==> config.mk <==
export PLATFORM = sky130hd
export DESIGN_NAME = root_counter_timers_unit
export DESIGN_NICKNAME = d
export VERILOG_FILES = /design/src/sv/rctu_pkg.sv /design/src/sv/rctu_timer.sv /design/src/sv/root_counter_timers_unit.sv
export SDC_FILE = /design/constraint.sdc
export NUM_CORES = 1
export LEC_CHECK = 0
export BUFFER_PORTS_ARGS = -buffer_cell sky130_fd_sc_hd__buf_2
export CORE_MARGIN = 2
export CORE_UTILIZATION = 42
export DETAILED_ROUTE_END_ITERATION = 10
export PLACE_DENSITY = 0.58
export SETUP_SLACK_MARGIN = 0.15
export SLEW_MARGIN = 20
export SYNTH_ARGS = -nofsm -noshare
export SYNTH_HDL_FRONTEND = slang
export SYNTH_SLANG_ARGS = --single-unit
==> constraint.sdc <==
create_clock -name clk_i -period 9 [get_ports clk_i]
set_clock_uncertainty 0.15 [all_clocks]
set_input_delay 1.8 -clock clk_i [delete_from_list [all_inputs] [get_ports clk_i]]
set_output_delay 1.8 -clock clk_i [all_outputs]
set_load 0.1 [all_outputs]
==> src/sv/rctu_pkg.sv <==
// ----------------------------------------------------------------------------
// rctu_pkg
// Shared types and constants of the root counter timers unit: access
// commands, mode word bit positions, prescaler periods and reset values.
// ----------------------------------------------------------------------------
package rctu_pkg;

  localparam int unsigned NUM_TIMERS_DEF = 3;
  localparam int unsigned COUNT_BITS_DEF = 16;

  localparam int unsigned REG_W   = 16;
  localparam int unsigned CMD_W   = 3;
  localparam int unsigned IDX_W   = 2;
  localparam int unsigned IRQ_W   = 3;

  localparam logic [REG_W-1:0] HSYNC_DIV_RESET = 16'd2146;
  localparam logic [REG_W-1:0] PERIOD_DOT      = 16'd5;
  localparam logic [REG_W-1:0] PERIOD_DIV8     = 16'd8;
  localparam logic [REG_W-1:0] PERIOD_ONE      = 16'd1;

  // clears the reached-target and overflow flags on a mode read
  localparam logic [REG_W-1:0] MODE_READ_MASK  = 16'he7ff;

  // mode word bit positions
  localparam int unsigned MODE_STOP      = 0;
  localparam int unsigned MODE_TGT_RESET = 3;
  localparam int unsigned MODE_IRQ_TGT   = 4;
  localparam int unsigned MODE_IRQ_OVF   = 5;
  localparam int unsigned MODE_IRQ_RPT   = 6;
  localparam int unsigned MODE_RATE_LO   = 8;
  localparam int unsigned MODE_RATE_HI   = 9;
  localparam int unsigned MODE_EVT       = 10;
  localparam int unsigned MODE_HIT_TGT   = 11;
  localparam int unsigned MODE_HIT_OVF   = 12;

  typedef enum logic [CMD_W-1:0] {
    CMD_TICK      = 3'd0,
    CMD_RD_COUNT  = 3'd1,
    CMD_RD_MODE   = 3'd2,
    CMD_RD_TARGET = 3'd3,
    CMD_WR_COUNT  = 3'd4,
    CMD_WR_MODE   = 3'd5,
    CMD_WR_TARGET = 3'd6
  } rctu_cmd_e;

  // one item as presented to every timer in the execute stage
  typedef struct packed {
    logic             go;
    logic [CMD_W-1:0] cmd;
    logic [REG_W-1:0] wdata;
  } rctu_op_t;

endpackage

==> src/sv/rctu_timer.sv <==
// ----------------------------------------------------------------------------
// rctu_timer
// One prescaled up-counter with target compare, overflow detection, mode
// word flags and interrupt generation. Updates its state once per item.
// ----------------------------------------------------------------------------
module rctu_timer #(
  parameter int unsigned TIMER_ID   = 0,
  parameter int unsigned COUNT_BITS = rctu_pkg::COUNT_BITS_DEF
) (
  input  logic                         clk_i,
  input  logic                         rst_ni,
  input  rctu_pkg::rctu_op_t           op_i,
  input  logic                         sel_i,
  input  logic [rctu_pkg::REG_W-1:0]   hsync_divisor_i,
  output logic [rctu_pkg::REG_W-1:0]   rd_data_o,
  output logic                         irq_o
);

  localparam int unsigned RW   = rctu_pkg::REG_W;
  localparam int unsigned CmpW = (COUNT_BITS > RW) ? COUNT_BITS : RW;

  logic [COUNT_BITS-1:0] cnt_q, cnt_d, cnt_inc;
  logic [RW-1:0]         phase_q, phase_d, phase_inc;
  logic [RW-1:0]         mode_q, mode_d;
  logic [RW-1:0]         target_q, target_d;
  logic                  heading_q, heading_d;
  logic                  fired_q, fired_d;
  logic [RW-1:0]         period;
  logic                  stopped;
  logic                  fire_ok;

  always_comb begin
    period = rctu_pkg::PERIOD_ONE;
    if (TIMER_ID == 0) begin
      if (mode_q[rctu_pkg::MODE_RATE_LO]) period = rctu_pkg::PERIOD_DOT;
    end else if (TIMER_ID == 1) begin
      if (mode_q[rctu_pkg::MODE_RATE_LO]) begin
        period = (hsync_divisor_i == '0) ? rctu_pkg::PERIOD_ONE : hsync_divisor_i;
      end
    end else if (TIMER_ID == 2) begin
      if (mode_q[rctu_pkg::MODE_RATE_HI]) period = rctu_pkg::PERIOD_DIV8;
    end
  end

  assign stopped   = (TIMER_ID == 2) && mode_q[rctu_pkg::MODE_STOP];
  assign phase_inc = phase_q + RW'(1);
  assign cnt_inc   = cnt_q + COUNT_BITS'(1);
  // one-shot unless repeat is set
  assign fire_ok   = mode_q[rctu_pkg::MODE_IRQ_RPT] || !fired_q;

  always_comb begin
    cnt_d     = cnt_q;
    phase_d   = phase_q;
    mode_d    = mode_q;
    target_d  = target_q;
    heading_d = heading_q;
    fired_d   = fired_q;
    rd_data_o = '0;
    irq_o     = 1'b0;
    if (op_i.go) begin
      if (op_i.cmd == rctu_pkg::CMD_TICK) begin
        if (!stopped) begin
          phase_d = phase_inc;
          if (phase_inc >= period) begin
            phase_d = '0;
            cnt_d   = cnt_inc;
            if (heading_q && (CmpW'(cnt_inc) == CmpW'(target_q))) begin
              mode_d[rctu_pkg::MODE_EVT]     = 1'b1;
              mode_d[rctu_pkg::MODE_HIT_TGT] = 1'b1;
              if (mode_q[rctu_pkg::MODE_TGT_RESET]) cnt_d = '0;
              else heading_d = 1'b0;
              if (mode_q[rctu_pkg::MODE_IRQ_TGT] && fire_ok) begin
                fired_d = 1'b1;
                irq_o   = 1'b1;
              end
            end else if (cnt_inc == '0) begin
              mode_d[rctu_pkg::MODE_EVT]     = 1'b1;
              mode_d[rctu_pkg::MODE_HIT_OVF] = 1'b1;
              heading_d = (target_q != '0);
              if (mode_q[rctu_pkg::MODE_IRQ_OVF] && fire_ok) begin
                fired_d = 1'b1;
                irq_o   = 1'b1;
              end
            end
          end
        end
      end else if (sel_i) begin
        case (op_i.cmd)
          rctu_pkg::CMD_RD_COUNT: begin
            rd_data_o = RW'(cnt_q);
          end
          rctu_pkg::CMD_RD_MODE: begin
            rd_data_o = mode_q;
            mode_d    = mode_q & rctu_pkg::MODE_READ_MASK;
          end
          rctu_pkg::CMD_RD_TARGET: begin
            rd_data_o = target_q;
          end
          rctu_pkg::CMD_WR_COUNT: begin
            cnt_d     = COUNT_BITS'(op_i.wdata);
            phase_d   = '0;
            heading_d = CmpW'(COUNT_BITS'(op_i.wdata)) < CmpW'(target_q);
          end
          rctu_pkg::CMD_WR_MODE: begin
            mode_d    = op_i.wdata;
            cnt_d     = '0;
            phase_d   = '0;
            heading_d = (target_q != '0);
            fired_d   = 1'b0;
          end
          rctu_pkg::CMD_WR_TARGET: begin
            target_d  = op_i.wdata;
            phase_d   = '0;
            heading_d = CmpW'(cnt_q) < CmpW'(op_i.wdata);
          end
          default: begin
          end
        endcase
      end
    end
  end

  always_ff @(posedge clk_i or negedge rst_ni) begin
    if (!rst_ni) begin
      cnt_q     <= '0;
      phase_q   <= '0;
      mode_q    <= '0;
      target_q  <= '0;
      heading_q <= 1'b0;
      fired_q   <= 1'b0;
    end else begin
      cnt_q     <= cnt_d;
      phase_q   <= phase_d;
      mode_q    <= mode_d;
      target_q  <= target_d;
      heading_q <= heading_d;
      fired_q   <= fired_d;
    end
  end

endmodule

==> src/sv/root_counter_timers_unit.sv <==
// ----------------------------------------------------------------------------
// root_counter_timers_unit
// Prescaled root counter timers driven by a stream of clock ticks and
// register accesses, one result per item.
// ----------------------------------------------------------------------------
// Takes one item per clock cycle while not stalled and returns one result per
// item, in order. An item waits in the input register, where all timers update
// their state from it in a single combinational pass, and the result is then
// held in the output register. The single state update stage sets the rate of
// one item per cycle while the output does not stall. The input register keeps
// accepting while a result waits on a stalled output as long as it is empty.
// hsync_divisor is written through cfg_we_i / cfg_wdata_i and is used from the
// next item on; a divisor of zero acts as one.
module root_counter_timers_unit #(
  parameter int unsigned NUM_TIMERS = rctu_pkg::NUM_TIMERS_DEF,
  parameter int unsigned COUNT_BITS = rctu_pkg::COUNT_BITS_DEF
) (
  input  logic                        clk_i,
  input  logic                        rst_ni,
  input  logic                        cfg_we_i,
  input  logic [rctu_pkg::REG_W-1:0]  cfg_wdata_i,
  input  logic                        in_valid_i,
  output logic                        in_stall_o,
  input  logic [rctu_pkg::CMD_W-1:0]  command_i,
  input  logic [rctu_pkg::IDX_W-1:0]  counter_index_i,
  input  logic [rctu_pkg::REG_W-1:0]  write_data_i,
  output logic                        out_valid_o,
  input  logic                        out_stall_i,
  output logic [rctu_pkg::REG_W-1:0]  read_data_o,
  output logic [rctu_pkg::IRQ_W-1:0]  irq_pulses_o
);

  localparam int unsigned RW = rctu_pkg::REG_W;

  logic [RW-1:0]              div_q;
  logic                       in_valid_q;
  logic [rctu_pkg::CMD_W-1:0] cmd_q;
  logic [rctu_pkg::IDX_W-1:0] idx_q;
  logic [RW-1:0]              wdata_q;
  logic                       out_valid_q;
  logic [RW-1:0]              rd_q, rd_d;
  logic [rctu_pkg::IRQ_W-1:0] irq_q, irq_d;
  logic                       advance;
  logic                       accept;
  rctu_pkg::rctu_op_t         op;
  logic [RW-1:0]              tmr_rd  [NUM_TIMERS];
  logic [NUM_TIMERS-1:0]      tmr_irq;

  assign advance    = in_valid_q && (!out_valid_q || !out_stall_i);
  assign in_stall_o = in_valid_q && !advance;
  assign accept     = in_valid_i && !in_stall_o;

  assign op.go    = advance;
  assign op.cmd   = cmd_q;
  assign op.wdata = wdata_q;

  for (genvar t = 0; t < NUM_TIMERS; t++) begin : g_tmr
    rctu_timer #(
      .TIMER_ID   (t),
      .COUNT_BITS (COUNT_BITS)
    ) u_timer (
      .clk_i           (clk_i),
      .rst_ni          (rst_ni),
      .op_i            (op),
      .sel_i           (32'(idx_q) == t),
      .hsync_divisor_i (div_q),
      .rd_data_o       (tmr_rd[t]),
      .irq_o           (tmr_irq[t])
    );
  end

  // only the addressed timer drives nonzero read data
  always_comb begin
    rd_d = '0;
    for (int t = 0; t < NUM_TIMERS; t++) begin
      rd_d = rd_d | tmr_rd[t];
    end
  end

  // pulses of timers beyond the output width are dropped
  for (genvar b = 0; b < rctu_pkg::IRQ_W; b++) begin : g_irq
    if (b < NUM_TIMERS) begin : g_on
      assign irq_d[b] = tmr_irq[b];
    end else begin : g_off
      assign irq_d[b] = 1'b0;
    end
  end

  always_ff @(posedge clk_i or negedge rst_ni) begin
    if (!rst_ni) begin
      div_q <= rctu_pkg::HSYNC_DIV_RESET;
    end else if (cfg_we_i) begin
      div_q <= cfg_wdata_i;
    end
  end

  always_ff @(posedge clk_i or negedge rst_ni) begin
    if (!rst_ni) begin
      in_valid_q  <= 1'b0;
      out_valid_q <= 1'b0;
    end else begin
      if (accept) in_valid_q <= 1'b1;
      else if (advance) in_valid_q <= 1'b0;
      if (advance) out_valid_q <= 1'b1;
      else if (!out_stall_i) out_valid_q <= 1'b0;
    end
  end

  always_ff @(posedge clk_i) begin
    if (accept) begin
      cmd_q   <= command_i;
      idx_q   <= counter_index_i;
      wdata_q <= write_data_i;
    end
    if (advance) begin
      rd_q  <= rd_d;
      irq_q <= irq_d;
    end
  end

  assign out_valid_o  = out_valid_q;
  assign read_data_o  = rd_q;
  assign irq_pulses_o = irq_q;

  // register accesses never raise an interrupt
  a_access_no_irq: assert property (@(posedge clk_i) disable iff (!rst_ni)
    (advance && cmd_q != rctu_pkg::CMD_TICK) |=> (irq_pulses_o == '0))
    else $error("interrupt pulse on a register access");

  // ticks, writes and unknown commands return zero read data
  a_nonread_zero: assert property (@(posedge clk_i) disable iff (!rst_ni)
    (advance && cmd_q != rctu_pkg::CMD_RD_COUNT && cmd_q != rctu_pkg::CMD_RD_MODE
     && cmd_q != rctu_pkg::CMD_RD_TARGET) |=> (read_data_o == '0))
    else $error("nonzero read data for a non-read item");

  // a held item is neither lost nor processed twice
  a_item_held: assert property (@(posedge clk_i) disable iff (!rst_ni)
    (in_valid_q && !advance) |=> (in_valid_q && $stable(cmd_q) && $stable(idx_q)))
    else $error("pending item lost while the output stalled");

  // a new result is only loaded into a free or draining output register
  a_no_overwrite: assert property (@(posedge clk_i) disable iff (!rst_ni)
    (out_valid_q && out_stall_i) |-> !advance)
    else $error("output result overwritten while stalled");

endmodule

Word-level counts from Yosys, hierarchy flattened
Cells that the tools add are included.

storage, ports and cells
  register bits = 256
  output and inout port bits = 21
  bits of input ports = 42

operators by class
  add/sub/neg operators = 6
  order comparisons = 9
  multiplexer cells = 128
  reductions and logical operators = 72
  bitwise gates (word level) = 5
  eq/ne operators = 38

operators by type and width
  cell                                                             count
  16-bit 2-to-1 mux                                                38
  16-bit case mux with 3 select lines                              3
  16-bit by 1-bit adder with 16-bit output, second input constant  6
  16-bit < comparator                                              6
  1-bit 2-to-1 mux                                                 70
  16-bit logical NOT                                               4
  16-bit case mux with 2 select lines                              2
  16-bit equality test                                             3
  16-bit greater-or-equal comparator                               3
  16-bit nonzero test                                              3
  6-bit AND reduction                                              7
  13-bit 2-to-1 mux                                                3
  7-bit AND reduction                                              5
  16-bit OR                                                        2
  5-bit AND reduction                                              6
  3-bit 2-to-1 mux                                                 8
  3-bit != test, second input constant                             8
  4-bit AND reduction                                              6
  2-bit by 1-bit != test with 1-bit output, second input constant  8
  2-bit != test, second input constant                             7
  1-bit logical AND                                                12
  3-bit by 1-bit != test with 1-bit output, second input constant  4
  2-bit nonzero test                                               6
  3-bit equality test, second input constant                       3
  17 further kinds                                                 35

Depth between registers and ports, before layout
  depth after elaboration = 9
  gate-level depth with buffers = 16
  depth with buffers taken out = 15

Modules after synthesis
A second synthesis with hierarchy kept.

second synthesis, totals
  cells, all modules = 2186
  area, all modules = 19019.5 um^2

modules (own cells, without submodules)
  module                         area each (um^2)  cells each  times used
  rctu_timer (g_tmr[1].u_timer)  5891.9            735         1
  rctu_timer (g_tmr[0].u_timer)  5586.6            700         1
  rctu_timer (g_tmr[2].u_timer)  5482.8            650         1
  root_counter_timers_unit       2058.2            101         1

Least setup slack after synthesis
Ideal clock, no wire load.

  kind = input to output
  start point = in out_stall_i
  end point = out in_stall_o
  stages = 2
  path slack = 4.505 ns
  buffers on the path = 0
  arrival time = 2.545 ns
  cell sequence = nand3_1 > inv_1

on the way
  word-level cells in the longest chain between the ends = 5

RTL lines
  item                RTL line                        text
  start: declaration  root_counter_timers_unit.sv:28  input logic out_stall_i,
  1-bit logical NOT   n/a
  1-bit logical OR    root_counter_timers_unit.sv:49  assign advance = in_valid_q && (!out_valid_q || !out_stall_i);
  1-bit logical AND   root_counter_timers_unit.sv:49
  1-bit logical NOT   root_counter_timers_unit.sv:50  assign in_stall_o = in_valid_q && !advance;
  1-bit logical AND   root_counter_timers_unit.sv:50
  end: declaration    root_counter_timers_unit.sv:23  output logic in_stall_o,

No other way between the ends.

Final worst setup path
Same ends and word-level chain as after synthesis.

==> results.sh <==
export IMPL_synth_top_family_by_area="compound AO/OA/AOI/OAI gates"
export IMPL_yosysSeqAreaShare_pct=37.6
export IMPL_grt_overflow_total=0
export IMPL_syn_nets=2084
export IMPL_min_path_cells=2
export IMPL_dieArea_mm2=0.0435
export IMPL_hp_class="flop to flop"
export IMPL_slew_headroom_pct=26.9
export IMPL_hold_viol_final=0
export IMPL_cp_common_cell="buf_2"
export IMPL_syn2layout_area_growth_pct=10.1
export IMPL_ir_drop_mv=0.142
export IMPL_cts_made_buffers=31
export IMPL_vias=15400
export IMPL_crit_slowest_cell="buf_2"
export IMPL_cts_root_buffer="clkbuf_16"
export IMPL_cts_sinks=256
export IMPL_firstDrtPassIters=6
export IMPL_synth_area_mm2=0.0176
export IMPL_die_x_um=209
export IMPL_r2r_slack_ns=4.61
export IMPL_synth_edf_count=40
export IMPL_antenna_left=0
export IMPL_rr_worst_depth=13
export IMPL_worstSkewPairLatency_ns=0.60
export IMPL_synth_area_leaders="dfrtp_1 30%, ha_1 8.3%, edfxtp_1 6.8%"
export IMPL_required_ns=7.05
export IMPL_avgSynthCellArea_um2=9.12
export IMPL_synthAdderAreaFrac_pct=8.32
export IMPL_wl_um=62000
export IMPL_nets=2079
export IMPL_power_density_mw_per_mm2=238
export IMPL_synthXorXnorAreaFrac_pct=4.81
export IMPL_multi_input_area_mm2=0.0101
export IMPL_synthMuxAreaShare_pct=4.67
export IMPL_cts_tree="done"
export IMPL_post_cts_setup_buffers=0
export IMPL_dr_first_iter_drc_count=1435
export IMPL_die_height_um=209
export IMPL_syn_inst=1926
export IMPL_numPortBuffers=62
export IMPL_tns_ns=0
export IMPL_maxCapViolations=0
export IMPL_ff_latch_area_mm2=0.00661
export IMPL_worstSetupStartpointType="input port"
export IMPL_slew_violations=0
export IMPL_post_route_period_util_pct=49.3
export IMPL_synthFlopType="dfrtp_1"
export IMPL_core_mm2=0.0411
export IMPL_grt_pass1_wl_um=93100
export IMPL_fill_cells=4003
export IMPL_hold_ws_ns=0.325
export IMPL_synth_compound_area_share_pct=21.4
export IMPL_antenna_found_initial=0
export IMPL_crit_cells=4
export IMPL_cp_arrival_ns=2.49
export IMPL_n_antenna_cell=0
export IMPL_synth_simple_area_share_pct=18.0
export IMPL_initial_core_util_pct=42.7
export IMPL_clkTransAtPathRegs_ns=0.05
export IMPL_crit_chain="buf_2 > nand3_1 > inv_1 > buf_2"
export IMPL_dp_cells=2420
export IMPL_wl_per_cell_um=25.0
export IMPL_cp_buffers_inverters=3
export IMPL_grt_max_degree=95
export IMPL_crit_type="input port to primary output"
export IMPL_cts_repair_resized=0
export IMPL_grt_pass1_vias=14400
export IMPL_worst_pin_slew_ns=1.10
export IMPL_path_delay_family="buffers and inverters"
export IMPL_status="finished, final reports clean"
export IMPL_cts_buffer_depth=3
export IMPL_row_count=74
export IMPL_ys_ff_latch=256
export IMPL_drc=0
export IMPL_maxClockFrequency_ghz=0.225
export IMPL_rsz0062_at_grt="false"
export IMPL_cpPeakStageDelay_ns=0.42
export IMPL_yosysWarningCount=0
export IMPL_final_setup_viol_count=0
export IMPL_dpl_hpwl_um=45200
export IMPL_synth_top_area_cell="dfrtp_1"
export IMPL_layout_drive_gt1_share_pct=12.8
export IMPL_end_kind="primary output"
export IMPL_gp_congestion=0.964
export IMPL_fin_crit_ns=4.44
export IMPL_yosysUniqueCellTypes=86
export IMPL_async_flop_share_pct=84.4
export IMPL_grt_usage_pct=28.2
export IMPL_p_leak_nw=8.28
export IMPL_routed_via_density=6.22
export IMPL_finalNonFillerCells=2478
export IMPL_synth_top_area_share_pct=30.2
export IMPL_cts_htree_levels=1
export IMPL_io_pins=63
export IMPL_crit_fanout=3
export IMPL_hold_buffers=0
==> placed cells by master, fill, tap and decap left out, types with 7 or more instances in the layout <==
cell       netlist  final
nor3_1          19     17
nor4_1          26     26
nand2_1        208    208
a2111oi_0        8      8
inv_1          102    102
o22ai_1         17     17
nand2b_1        25     25
and4_1          11     11
nor2_1          76     75
edfxtp_1        40     40
nand3_1         64     64
and2_1          15     15
o21a_1          27     27
o21ai_0        159    159
buf_2           35     61
a22o_1          39     39
buf_4            3     23
and3_1          23     23
a21o_1          38     38
clkbuf_16        0     31
o31ai_1         17     17
nor2b_1         34     33
ha_1           116    116
a32oi_1          7      7
a21oi_1         62     61
xnor2_1         55     55
a221oi_1        18     18
xor2_1          39     39
mux2_2          63     63
or3_1           11     11
a211oi_1        27     27
dfrtp_1        212    212
o21ai_1          8      8
a22oi_1         34     34
o211ai_1        13     13
mux2i_1         10     10
a31oi_1         18     18
nand4_1         49     49
==> worst reg2reg max path: cells and delay by family, from the launching register on <==
kind                     cells  cell delay, ns
AND/OR/NAND/NOR              4            1.14
flip-flops                   1            0.53
AO/OA/AOI/OAI                7            1.88
adder cells (fa/ha/maj)      1            0.30
multiplexers                 1            0.29
==> logic make-up (layout without fill, tap and decap cells) <==
family,after synthesis,count (layout)
AND/OR/NAND/NOR,605,605
AO/OA/AOI/OAI,553,553
buffers and inverters,226,246
multiplexers,74,74
adder cells (fa/ha/maj),117,117
XOR/XNOR,95,95
flip-flops,256,256
==> metal layers <==
layer	wire (um)	track usage, %	up-vias
met5	0	0	-
met4	2600	10.5	0
met3	5320	7.05	118
met2	26600	42.4	632
met1	27500	39.1	7534
li1	-	-	7117
==> cell type report <==
| cell class | count | area share (%) |
|---|---|---|
| inverters | 102 | 1.98 |
| well taps | 532 | 3.44 |
| flip-flops and latches | 256 | 34.2 |
| multi-input cells | 1444 | 52.2 |
| clock inverters | 22 | 1.35 |
| clock buffers | 36 | 4.26 |
| repair buffers | 86 | 2.61 |
==> state kept, by name, indices dropped and copies added (netlist names) <==
signal                   count
cmd_q                        3
div_q                       16
g_tmr.u_timer.cnt_q         48
g_tmr.u_timer.fired_q        3
g_tmr.u_timer.heading_q      3
g_tmr.u_timer.mode_q        48
g_tmr.u_timer.phase_q       48
g_tmr.u_timer.target_q      48
idx_q                        2
in_valid_q                   1
irq_pulses_o                 3
out_valid_o                  1
read_data_o                 16
wdata_q                     16
==> cell usage after synthesis (all sizes together) (6+ instances only) <==
master   instances
a22oi           34
nand2b          25
clkbuf          79
nor2            77
buf             45
dfrtp          212
a32oi            7
and4            11
o21a            27
ha             116
and2            16
nor3            19
a22o            39
a21oi           62
a2111oi         10
o22ai           17
or3             11
nand4           50
a21bo            6
mux2            64
o211ai          13
xor2            39
o31ai           17
nand2          208
a211oi          27
and3            23
xnor2           55
edfxtp          40
inv            102
a31oi           18
o41a             6
nor2b           34
a21o            38
a221oi          20
nand3           67
mux2i           10
nand4b           6
o21ai          168
nor4            34
==> metrics by stage <==
step | power (mW) | util [%] | cell area [um2] | setup WS (ns)
2_1_floorplan | 2.75 | - | 17600 | 4.51
3_3_place_gp | 3.19 | 44.4 | 18200 | 4.16
3_5_place_dp | 3.23 | 44.4 | 18200 | 4.04
4_1_cts | 4.59 | 47.0 | 19300 | 4.56
5_1_grt | 4.86 | 47.0 | 19300 | 4.18
6_report | 4.61 | 47.0 | 19300 | 4.56
==> path summary, 6_finish.rpt <==
path / from / endpoint
worst max-delay path: out_stall_i / in_stall_o
worst min-delay path: g_tmr[2].u_timer.mode_q[9] / g_tmr[2].u_timer.mode_q[9]
worst max register to register: div_q[1] / g_tmr[1].u_timer.cnt_q[4]
worst min register to register: g_tmr[2].u_timer.mode_q[9] / g_tmr[2].u_timer.mode_q[9]
max in group asynchronous: rst_ni / g_tmr[2].u_timer.cnt_q[2]
min in group asynchronous: rst_ni / div_q[9]
==> report_power, final <==
group	leakage (nW)	internal, mW	total [mW]	switching [mW]
Sequential	3.12	1.39	1.86	0.466
Clock	0.521	0.800	1.36	0.555
Combinational	4.64	0.591	1.39	0.802
Note: power is estimated with default switching activity, not from simulation.
